**config.mk**
```make
export PLATFORM = sky130hd
export DESIGN_NAME = simd_narrowing_move_unit
export DESIGN_NICKNAME = d
export VERILOG_FILES = /design/src/design/smn_pkg.sv /design/src/design/smn_lane.sv /design/src/design/smn_merge.sv /design/src/design/simd_narrowing_move_unit.sv
export SDC_FILE = /design/constraint.sdc
export NUM_CORES = 1
export LEC_CHECK = 0
export BUFFER_PORTS_ARGS = -buffer_cell sky130_fd_sc_hd__buf_4
export CORE_MARGIN = 3
export CORE_UTILIZATION = 54
export CTS_CLUSTER_DIAMETER = 60
export DETAILED_ROUTE_END_ITERATION = 10
export PLACE_DENSITY = 0.75
export SYNTH_ARGS = -nofsm -noshare
export SYNTH_HDL_FRONTEND = slang
export SYNTH_SLANG_ARGS = --single-unit
export TNS_END_PERCENT = 20
```
**constraint.sdc**
```tcl
create_clock -name clk -period 8.1 [get_ports clk]
set_clock_uncertainty 0.15 [all_clocks]
set_input_delay 1.62 -clock clk [delete_from_list [all_inputs] [get_ports clk]]
set_output_delay 1.62 -clock clk [all_outputs]
set_load 0.01 [all_outputs]
```
**src/design/smn_pkg.sv**
```systemverilog
// Shared types, codes and the opcode decoder for the narrowing move unit.
// No dependencies; every other file imports this package.
`timescale 1ns / 1ps

package smn_pkg;

  localparam int unsigned NumLanes = 4;

  typedef enum logic [1:0] {
    MODE_TRUNC,
    MODE_SSAT,
    MODE_USAT
  } mode_t;

  typedef enum logic [1:0] {
    WID_8,
    WID_16,
    WID_32,
    WID_64
  } width_t;

  // What one lane needs to narrow its value.
  typedef struct packed {
    mode_t  mode;
    width_t src_w;
    width_t dst_w;
  } lane_cfg_t;

  // Control that travels with a transaction to the merge stage.
  typedef struct packed {
    logic                valid;
    width_t              dst_w;
    logic [NumLanes-1:0] lanes_used;
    logic                mask_enable;
    logic                zero_masking;
    logic [NumLanes-1:0] mask_bits;
  } merge_ctrl_t;

  typedef struct packed {
    logic                ok;
    lane_cfg_t           cfg;
    logic [NumLanes-1:0] lanes_used;
  } decode_t;

  // Opcode is mode * 6 + size pair; size pairs wb, db, qb, dw, qw, qd.
  function automatic decode_t decode_op(input logic [4:0] op);
    decode_t     d;
    logic [4:0]  pair;
    d = '0;
    d.ok = 1'b1;
    if (op < 5'd6) begin
      d.cfg.mode = MODE_TRUNC;
      pair = op;
    end else if (op < 5'd12) begin
      d.cfg.mode = MODE_SSAT;
      pair = op - 5'd6;
    end else if (op < 5'd18) begin
      d.cfg.mode = MODE_USAT;
      pair = op - 5'd12;
    end else begin
      d.ok = 1'b0;
      d.cfg.mode = MODE_TRUNC;
      pair = '0;
    end
    case (pair[2:0])
      3'd0: begin d.cfg.src_w = WID_16; d.cfg.dst_w = WID_8;  d.lanes_used = 4'b1111; end
      3'd1: begin d.cfg.src_w = WID_32; d.cfg.dst_w = WID_8;  d.lanes_used = 4'b0011; end
      3'd2: begin d.cfg.src_w = WID_64; d.cfg.dst_w = WID_8;  d.lanes_used = 4'b0001; end
      3'd3: begin d.cfg.src_w = WID_32; d.cfg.dst_w = WID_16; d.lanes_used = 4'b0011; end
      3'd4: begin d.cfg.src_w = WID_64; d.cfg.dst_w = WID_16; d.lanes_used = 4'b0001; end
      3'd5: begin d.cfg.src_w = WID_64; d.cfg.dst_w = WID_32; d.lanes_used = 4'b0001; end
      default: begin
        d.cfg.src_w = WID_64;
        d.cfg.dst_w = WID_32;
        d.lanes_used = '0;
      end
    endcase
    if (!d.ok) begin
      d.lanes_used = '0;
    end
    return d;
  endfunction

endpackage

```
**src/design/smn_lane.sv**
```systemverilog
// One narrowing lane: truncation, signed or unsigned saturation of one source lane.
// Depends on smn_pkg.
`timescale 1ns / 1ps

module smn_lane
  import smn_pkg::*;
(
  input  lane_cfg_t   cfg,
  input  logic [63:0] lane_in,
  output logic [31:0] narrowed
);

  logic        [31:0] dmask;
  logic signed [64:0] sval;
  logic signed [64:0] dmax;
  logic signed [64:0] dmin;

  always_comb begin
    unique case (cfg.dst_w)
      WID_8:   begin dmask = 32'h0000_00FF; dmax = 65'sd127; end
      WID_16:  begin dmask = 32'h0000_FFFF; dmax = 65'sd32767; end
      default: begin dmask = 32'hFFFF_FFFF; dmax = 65'sd2147483647; end
    endcase
    dmin = -dmax - 65'sd1;
  end

  // Source lane as a signed value, sign-extended from its own width.
  always_comb begin
    unique case (cfg.src_w)
      WID_16:  sval = {{49{lane_in[15]}}, lane_in[15:0]};
      WID_32:  sval = {{33{lane_in[31]}}, lane_in[31:0]};
      default: sval = {lane_in[63], lane_in};
    endcase
  end

  always_comb begin
    case (cfg.mode)
      MODE_USAT: begin
        if (lane_in > {32'b0, dmask}) begin
          narrowed = dmask;
        end else begin
          narrowed = lane_in[31:0];
        end
      end
      MODE_SSAT: begin
        if (sval > dmax) begin
          narrowed = dmax[31:0];
        end else if (sval < dmin) begin
          narrowed = dmin[31:0] & dmask;
        end else begin
          narrowed = lane_in[31:0] & dmask;
        end
      end
      default: narrowed = lane_in[31:0] & dmask;
    endcase
  end

endmodule

```
**src/design/smn_merge.sv**
```systemverilog
// Merge stage: applies the opmask, packs the narrowed lanes and registers the result.
// Depends on smn_pkg.
`timescale 1ns / 1ps

module smn_merge
  import smn_pkg::*;
(
  input  logic        clk,
  input  logic        rst,
  input  merge_ctrl_t ctrl,
  input  logic [31:0] lane_val [NumLanes],
  input  logic [31:0] old_destination,
  output logic [31:0] result_chunk,
  output logic        done
);

  logic [31:0] lane_out [NumLanes];
  logic [31:0] result_next;

  always_comb begin
    for (int i = 0; i < NumLanes; i++) begin
      logic [31:0] old_field;
      case (ctrl.dst_w)
        WID_8:   old_field = {24'b0, old_destination[8*i +: 8]};
        WID_16:  old_field = {16'b0, 16'(old_destination >> (16 * i))};
        default: old_field = (i == 0) ? old_destination : 32'b0;
      endcase
      if (!ctrl.lanes_used[i]) begin
        lane_out[i] = '0;
      end else if (ctrl.mask_enable && !ctrl.mask_bits[i]) begin
        lane_out[i] = ctrl.zero_masking ? 32'b0 : old_field;
      end else begin
        lane_out[i] = lane_val[i];
      end
    end
  end

  always_comb begin
    case (ctrl.dst_w)
      WID_8: begin
        result_next = {lane_out[3][7:0], lane_out[2][7:0], lane_out[1][7:0], lane_out[0][7:0]};
      end
      WID_16:  result_next = {lane_out[1][15:0], lane_out[0][15:0]};
      default: result_next = lane_out[0];
    endcase
  end

  always_ff @(posedge clk) begin
    if (rst) begin
      done <= 1'b0;
    end else begin
      done <= ctrl.valid;
    end
  end

  always_ff @(posedge clk) begin
    if (ctrl.valid) begin
      result_chunk <= result_next;
    end
  end

  a_done_follows: assert property (@(posedge clk) disable iff (rst)
    ctrl.valid |=> done) else $error("accepted transaction produced no result");

  a_no_spurious: assert property (@(posedge clk) disable iff (rst)
    !ctrl.valid |=> !done) else $error("result strobe without a transaction");

  a_bad_op_zero: assert property (@(posedge clk) disable iff (rst)
    (ctrl.valid && ctrl.lanes_used == 4'b0000) |=> (result_chunk == 32'b0))
    else $error("undefined opcode gave a nonzero result");

  a_single_byte: assert property (@(posedge clk) disable iff (rst)
    (ctrl.valid && ctrl.lanes_used == 4'b0001 && ctrl.dst_w == WID_8)
    |=> (result_chunk[31:8] == 24'b0))
    else $error("unused high result bits not cleared");

endmodule

```
**src/design/simd_narrowing_move_unit.sv**
```systemverilog
// Top level of the packed narrowing move unit: opcode decode, four lanes, merge stage.
// Depends on smn_pkg, smn_lane and smn_merge.
`timescale 1ns / 1ps

// Narrows one 64-bit source chunk per transaction. A transaction is accepted on
// any clock edge where start is high; busy is never raised, so one transaction
// can enter every cycle. The result appears on result_chunk with done high for
// exactly one cycle, the cycle after acceptance, set by the single output register
// of the merge stage. The receiver cannot stall the unit and must take each result
// in the cycle it is shown.
module simd_narrowing_move_unit
  import smn_pkg::*;
(
  input  logic        clk,
  input  logic        rst,
  input  logic        start,
  output logic        busy,
  input  logic [4:0]  opcode,
  input  logic [63:0] source_chunk,
  input  logic [3:0]  mask_bits,
  input  logic        mask_enable,
  input  logic        zero_masking,
  input  logic [31:0] old_destination,
  output logic [31:0] result_chunk,
  output logic        done
);

  decode_t     dec;
  merge_ctrl_t ctrl;
  logic [63:0] lane_in  [NumLanes];
  logic [31:0] lane_val [NumLanes];

  assign busy = 1'b0;
  assign dec  = decode_op(opcode);

  assign ctrl.valid        = start && !busy;
  assign ctrl.dst_w        = dec.cfg.dst_w;
  assign ctrl.lanes_used   = dec.lanes_used;
  assign ctrl.mask_enable  = mask_enable;
  assign ctrl.zero_masking = zero_masking;
  assign ctrl.mask_bits    = mask_bits;

  for (genvar i = 0; i < NumLanes; i++) begin : g_lane
    logic [31:0] word_sel;
    if (i < 2) begin : g_word
      assign word_sel = source_chunk[32*i +: 32];
    end else begin : g_noword
      assign word_sel = '0;
    end

    always_comb begin
      case (dec.cfg.src_w)
        WID_16:  lane_in[i] = {48'b0, source_chunk[16*i +: 16]};
        WID_32:  lane_in[i] = {32'b0, word_sel};
        default: lane_in[i] = (i == 0) ? source_chunk : 64'b0;
      endcase
    end

    smn_lane u_lane (
      .cfg      (dec.cfg),
      .lane_in  (lane_in[i]),
      .narrowed (lane_val[i])
    );
  end

  smn_merge u_merge (
    .clk             (clk),
    .rst             (rst),
    .ctrl            (ctrl),
    .lane_val        (lane_val),
    .old_destination (old_destination),
    .result_chunk    (result_chunk),
    .done            (done)
  );

endmodule

```
# Word level (Yosys, flattened, before mapping)
# Index checks and enable logic that the tools add are counted.
[op_classes] n_reduce_logical=10 mux=52 n_lt_le_gt_ge=15 addsub=4 eq_ne=10 bitwise_logic=5
[ops] operator="65-bit one-hot mux with 2 select lines" count=4
[ops] operator="32-bit one-hot mux with 2 select lines" count=5
[ops] operator="65-bit by 32-bit > comparator with 1-bit output" count=4
[ops] operator="65-bit < comparator" count=4
[ops] operator="32-bit two-way mux" count=6
[ops] operator="16-bit two-way mux" count=9
[ops] operator="64-bit one-hot mux with 2 select lines" count=1
[ops] operator="8-bit two-way mux" count=12
[ops] operator="31-bit negator with 65-bit output" count=1
[ops] operator="65-bit by 2-bit subtractor with 65-bit output, second input constant" count=1
[ops] operator="32-bit AND" count=2
[ops] operator="16-bit by 32-bit > comparator with 1-bit output" count=2
[ops] operator="64-bit by 32-bit > comparator with 1-bit output" count=1
[ops] operator="31-bit one-hot mux with 2 select lines" count=1
[ops] operator="8-bit one-hot mux with 6 select lines" count=1
[ops] operator="32-bit > comparator" count=1
[ops] operator="16-bit one-hot mux with 2 select lines" count=1
[ops] operator="8-bit one-hot mux with 2 select lines" count=2
[ops] operator="16-bit AND" count=1
[ops] operator="8-bit AND" count=2
[ops] operator="3-bit two-way mux" count=3
[ops] operator="2-bit by 1-bit equality test with 1-bit output, second input constant" count=3
[ops] operator="3-bit by 2-bit equality test with 1-bit output, second input constant" count=2
[ops] operator="3-bit equality test, second input constant" count=2
[ops] operator="13 further kinds" count=25
[word_totals] reg_bits=33 word_cells=98 out_inout_bits=34

# Logic depth before layout (Yosys ltp)
[depth] ltp_word=17 mapped_depth=27 ltp_nobuf=21

# Modules after synthesis
# Synthesis repeated with hierarchy kept, for this count alone.
[hier_totals] hier_cells=1974 area_unflattened_um2=15563.7
[by_module_without_submodules] mod="smn_lane (g_lane[0].u_lane ...)" cells_each=391 area_per_inst_um2=2987.9 n_inst=3
[by_module_without_submodules] mod="smn_lane (g_lane[3].u_lane)" cells_each=394 area_per_inst_um2=3040.4 n_inst=1
[by_module_without_submodules] mod="smn_merge" cells_each=226 area_per_inst_um2=2456.1 n_inst=1
[by_module_without_submodules] mod="simd_narrowing_move_unit" cells_each=181 area_per_inst_um2=1103.6 n_inst=1

# Least setup slack after synthesis
# Ideal clock, no wire load.
[synth_path] kind="input -> register" from="input port opcode[2]" to="register u_merge.result_chunk[19] (data pin)" path_slack_ns=0.328 setup_ns=0.259 path_buffers=0 arrival_ns=7.363 cell_stages=16 cell_sequence="inv_1 -> ha_1 -> nand3b_1 -> a21o_1 -> a22oi_2 -> inv_2 -> ha_1 -> nor2b_1 -> o21ai_1 -> a221oi_1 -> a2111oi_2 -> o221ai_2 -> a21oi_4 -> o221ai_2 -> o311a_1 -> a211o_1"
[synth_via] elab_chain_len=17 word_cells_on_any_way=74 cone_classes="4 x add/sub; 12 x order compare; 10 x eq/ne; 42 x mux; 4 x bitwise; 2 x reduce/logical"
[synth_lines] item="from (decl)" line_no="simd_narrowing_move_unit.sv:18" text="input logic [4:0] opcode,"
[synth_lines] item="5-bit < comparator / 3-bit subtractor (equally long branches)" line_no="smn_pkg.sv:57, smn_pkg.sv:59"
[synth_lines] item="3-bit two-way mux" line_no="smn_pkg.sv:57" text="end else if (op < 5'd18) begin"
[synth_lines] item="3-bit two-way mux" line_no="smn_pkg.sv:54" text="end else if (op < 5'd12) begin"
[synth_lines] item="3-bit two-way mux" line_no="smn_pkg.sv:51" text="if (op < 5'd6) begin"
[synth_lines] item="3-bit equality test, or another cell as far along" line_no="smn_pkg.sv:65" text="case (pair[2:0])"
[synth_lines] item="8-bit one-hot mux with 6 select lines" line_no="smn_pkg.sv:65"
[synth_lines] item="2-bit by 1-bit equality test with 1-bit output / 2-bit zero test (equally long branches)" line_no="smn_lane.sv:19, smn_merge.sv:23, smn_merge.sv:39"
[synth_lines] item="31-bit one-hot mux with 2 select lines" line_no="smn_lane.sv:19" text="unique case (cfg.dst_w)"
[synth_lines] item="(+2 left out)"
[synth_lines] item="65-bit < comparator / 32-bit AND (equally long branches)"
[synth_lines] item="32-bit two-way mux, or another cell as far along" line_no="smn_lane.sv:48" text="end else if (sval < dmin) begin"
[synth_lines] item="32-bit two-way mux, or another cell as far along" line_no="smn_lane.sv:46" text="if (sval > dmax) begin"
[synth_lines] item="32-bit one-hot mux with 2 select lines, or another cell as far along" line_no="smn_lane.sv:37" text="case (cfg.mode)"
[synth_lines] item="32-bit two-way mux, or another cell as far along" line_no="smn_merge.sv:30" text="end else if (ctrl.mask_enable && !ctrl.mask_bits[i]) begin"
[synth_lines] item="32-bit two-way mux, or another cell as far along" line_no="smn_merge.sv:28" text="if (!ctrl.lanes_used[i]) begin"
[synth_lines] item="32-bit one-hot mux with 2 select lines *" line_no="smn_merge.sv:39" text="case (ctrl.dst_w)"
[synth_lines] item="via u_merge.result_next[19]" line_no="smn_merge.sv:18" text="logic [31:0] result_next;"
[synth_lines] item="to (signal assigned)" line_no="smn_merge.sv:58" text="result_chunk <= result_next;"
[synth_lines] item="to (decl)" line_no="smn_merge.sv:13" text="output logic [31:0] result_chunk,"
# Mark *: on every way through the listed nets, which the timed path passes. The rest lies on a longest branch.
# A chain may end at the register's enable or synchronous reset.

# Final worst setup path
[layout_path] from="input port opcode[1]" to="register u_merge.result_chunk[17] (data pin)"
# The elaborated chain is that of the path after synthesis.

==> flow_summary.yaml <==
timing:
  tightestPinTransition_ps: 1170
  finalMaxSlewViolations: 0
  fin_crit_ps: 7270
  setup_violations: 0
  rsz0062_at_grt: "no"
  fmax_mhz: 138
  final-hold-violation-count: 0
  max_slew_margin_pct: 21.8
  worst_hold_slack_ps: 1350
  setup_tns_ps: 0
  period_share_pct: 89.8
synthesis:
  syn-num-nets: 1560
  syn-cell-area_mm2: 0.00948
  synthCells: 1251
  ys_seq_area_share_pct: 10.3
  postSynth.asyncResetShare_pct: 0
  synth_ff_type: "edfxtp_1"
  avgSynthCellArea_um2: 7.58
  yosys_warnings: 0
  ys_ff_latch: 33
  ys_types: 101
  synth_edf_count: 32
power_and_ir_drop:
  power_density_mw_per_mm2: 126
  fin_total_pwr_w: 0.00137
  ir_drop_mv: 0.0843
  leakage_nw: 5.14
die:
  die_height_um: 138
  io_pins: 144
  dieArea_mm2: 0.0192
  fp.coreArea_mm2: 0.0169
  row_count: 47
  start_util_pct: 56.2
  dieWidth_um: 138
global_route:
  grt_pass1_vias: 9994
  antenna_found_initial: 0
  overflow: 0
  grt_usage_pct: 35.4
  grt_pass1_wl_um: 55400
  grt_max_degree: 60
worst_setup_path:
  crit_family: "simple AND/OR/NAND/NOR gates"
  cp.arrival_ps: 7160
  path_class: "input port to flop"
  critPathLaunchType: "input port"
  critPathMaxFanout: 16
  endpoint_kind: "flop"
  cp_slowest_stage_delay_ps: 560
  cp_slowest_cell: "a221oi_1"
  required_ps: 7990
  path_cells: "buf_4 -> ha_1 -> xor2_1 -> a221oi_2 -> buf_4 -> and2_1 -> nand2_1 -> ha_1 -> buf_4 -> or2_2 -> nand2_1 -> inv_1 -> ha_1 -> or3_1 -> a221oi_1 -> or3_1 -> and2_1 -> a211oi_2 -> and2_1 -> o311a_1 -> a311o_1"
  critPathBufInv: 4
clocking:
  cts_tree: "done"
  cts_made_buffers: 5
  holdBufCountCts: 0
  cts-root-buf: "clkbuf_16"
  htree_num_levels: 2
  clock-sinks: 33
  cts_setup_buffers: 0
  cts_resized: 0
  clk_pin_slew_ps: 60
  cts_buffer_depth: 2
placement:
  dp_hpwl_um: 28500
  io_buffers: 142
  gp_congestion: 1.04
flow_run:
  maxCapViolations: 0
route:
  drc_errors: 0
  vias_per_cell: 6.84
  detail-route-antenna-nets: 0
  wire_per_inst_um: 22.5
  via_count: 10900
  routed_wl_um: 35800
  drt_iter0_drc: 1353
  drt_pass1_iterations: 6
status:
  status: "finished, final reports clean"
layout:
  area_delta_synth_final_pct: 14.9
  drive_gt1_share_pct: 15.4
  nNetsFinal: 1677
  final_cell_mix: "ha_1, buf_4, nand2_1"
  final_common_cell: "ha_1"
  diodes: 0
min_path:
  min_path_type: "input port to flop"
==> stage by stage <==
stage / instance area, um^2 / setup slack, ps / utilization, % / instances
detailed placement: 10800 / 703 / 63.7 / 1581
CTS: 10900 / 973 / 64.5 / 1589
floorplan: 9480 / 328 / - / 1251
global placement: 10800 / 785 / 63.7 / 1581
finish: 10900 / 829 / 64.5 / 1589
global route: 10900 / 626 / 64.5 / 1589
==> metal layers <==
metal	vias up	GRT usage [%]	wire, um
li1	4980	-	-
met1	4982	49.8	15100
met2	757	51.9	14500
met3	145	8.63	4540
met4	0	14.2	1730
met5	-	0	0
==> cells by family (layout without fill, tap and decap cells) <==
| family | Yosys count | after routing | share of synthesized area (%) |
|---|---|---|---|
| AO/OA/AOI/OAI | 412 | 412 | 31.3 |
| buffers and inverters | 127 | 245 | 5.32 |
| AND/OR/NAND/NOR | 464 | 464 | 25.0 |
| adder cells (fa/ha/maj) | 199 | 199 | 26.3 |
| XOR/XNOR | 2 | 2 | 0.185 |
| other | 1 | 1 | 0.0396 |
| multiplexers | 13 | 13 | 1.54 |
| flip-flops | 33 | 33 | 10.3 |
==> area by class of cell <==
class                      instances  area [um^2]
inverter                          77          289
fill                            1576         5990
clock inverter                     2         10.0
clock buffer                       6          129
timing repair buffer             160         1200
multi-input combinational       1091         8010
tap                              220          275
sequential                        33          981
==> synth_stat cells, drive strengths merged, types with 5 or more instances <==
cell / count / area, um^2
a221oi: 22 / 199
a21o: 22 / 166
o21a: 8 / 60.1
nand2b: 19 / 119
o21ai: 70 / 354
a21oi: 94 / 482
o311ai: 7 / 61.3
a31oi: 12 / 75.1
a22oi: 17 / 133
or3: 7 / 43.8
nor2: 73 / 274
o21bai: 13 / 97.6
o211ai: 24 / 194
clkbuf: 33 / 124
mux2i: 10 / 113
nand2: 156 / 603
or2: 5 / 31.3
ha: 199 / 2490
nand4: 24 / 156
inv: 75 / 282
o31ai: 8 / 65.1
a31o: 6 / 52.6
and4: 7 / 61.3
buf: 17 / 91.3
a211o: 5 / 43.8
a21boi: 6 / 48.8
and3: 5 / 31.3
nor2b: 33 / 206
nor3: 23 / 130
and2: 32 / 200
nor4: 23 / 144
a221o: 14 / 140
a2111oi: 9 / 91.3
nand3: 33 / 165
a32oi: 7 / 80.1
a311oi: 5 / 43.8
or4: 8 / 60.1
nand3b: 5 / 37.5
a211oi: 21 / 168
edfxtp: 32 / 961
==> state kept, by name (all words and copies together), names as in the netlist <==
signal                flops
u_merge.done              1
u_merge.result_chunk     32
==> power breakdown <==
part	total (W)	internal, W	switching, W	leakage [nW]
registers	0.000227	0.000213	0.0000135	0.315
logic	0.000958	0.000358	0.000600	4.75
clock network	0.000189	0.000113	0.0000758	0.0706
total	0.00137	0.000684	0.000690	5.14
==> worst paths after layout <==
check / startpoint / end / slack [ps] / cells after the start
hold / removal: rst / u_merge.done$_SDFF_PP0_ / 1350 / 2
setup / recovery: opcode[1] / u_merge.result_chunk[17]$_DFFE_PP_ / 830 / 21
Note: power is estimated with default switching activity, not from simulation.
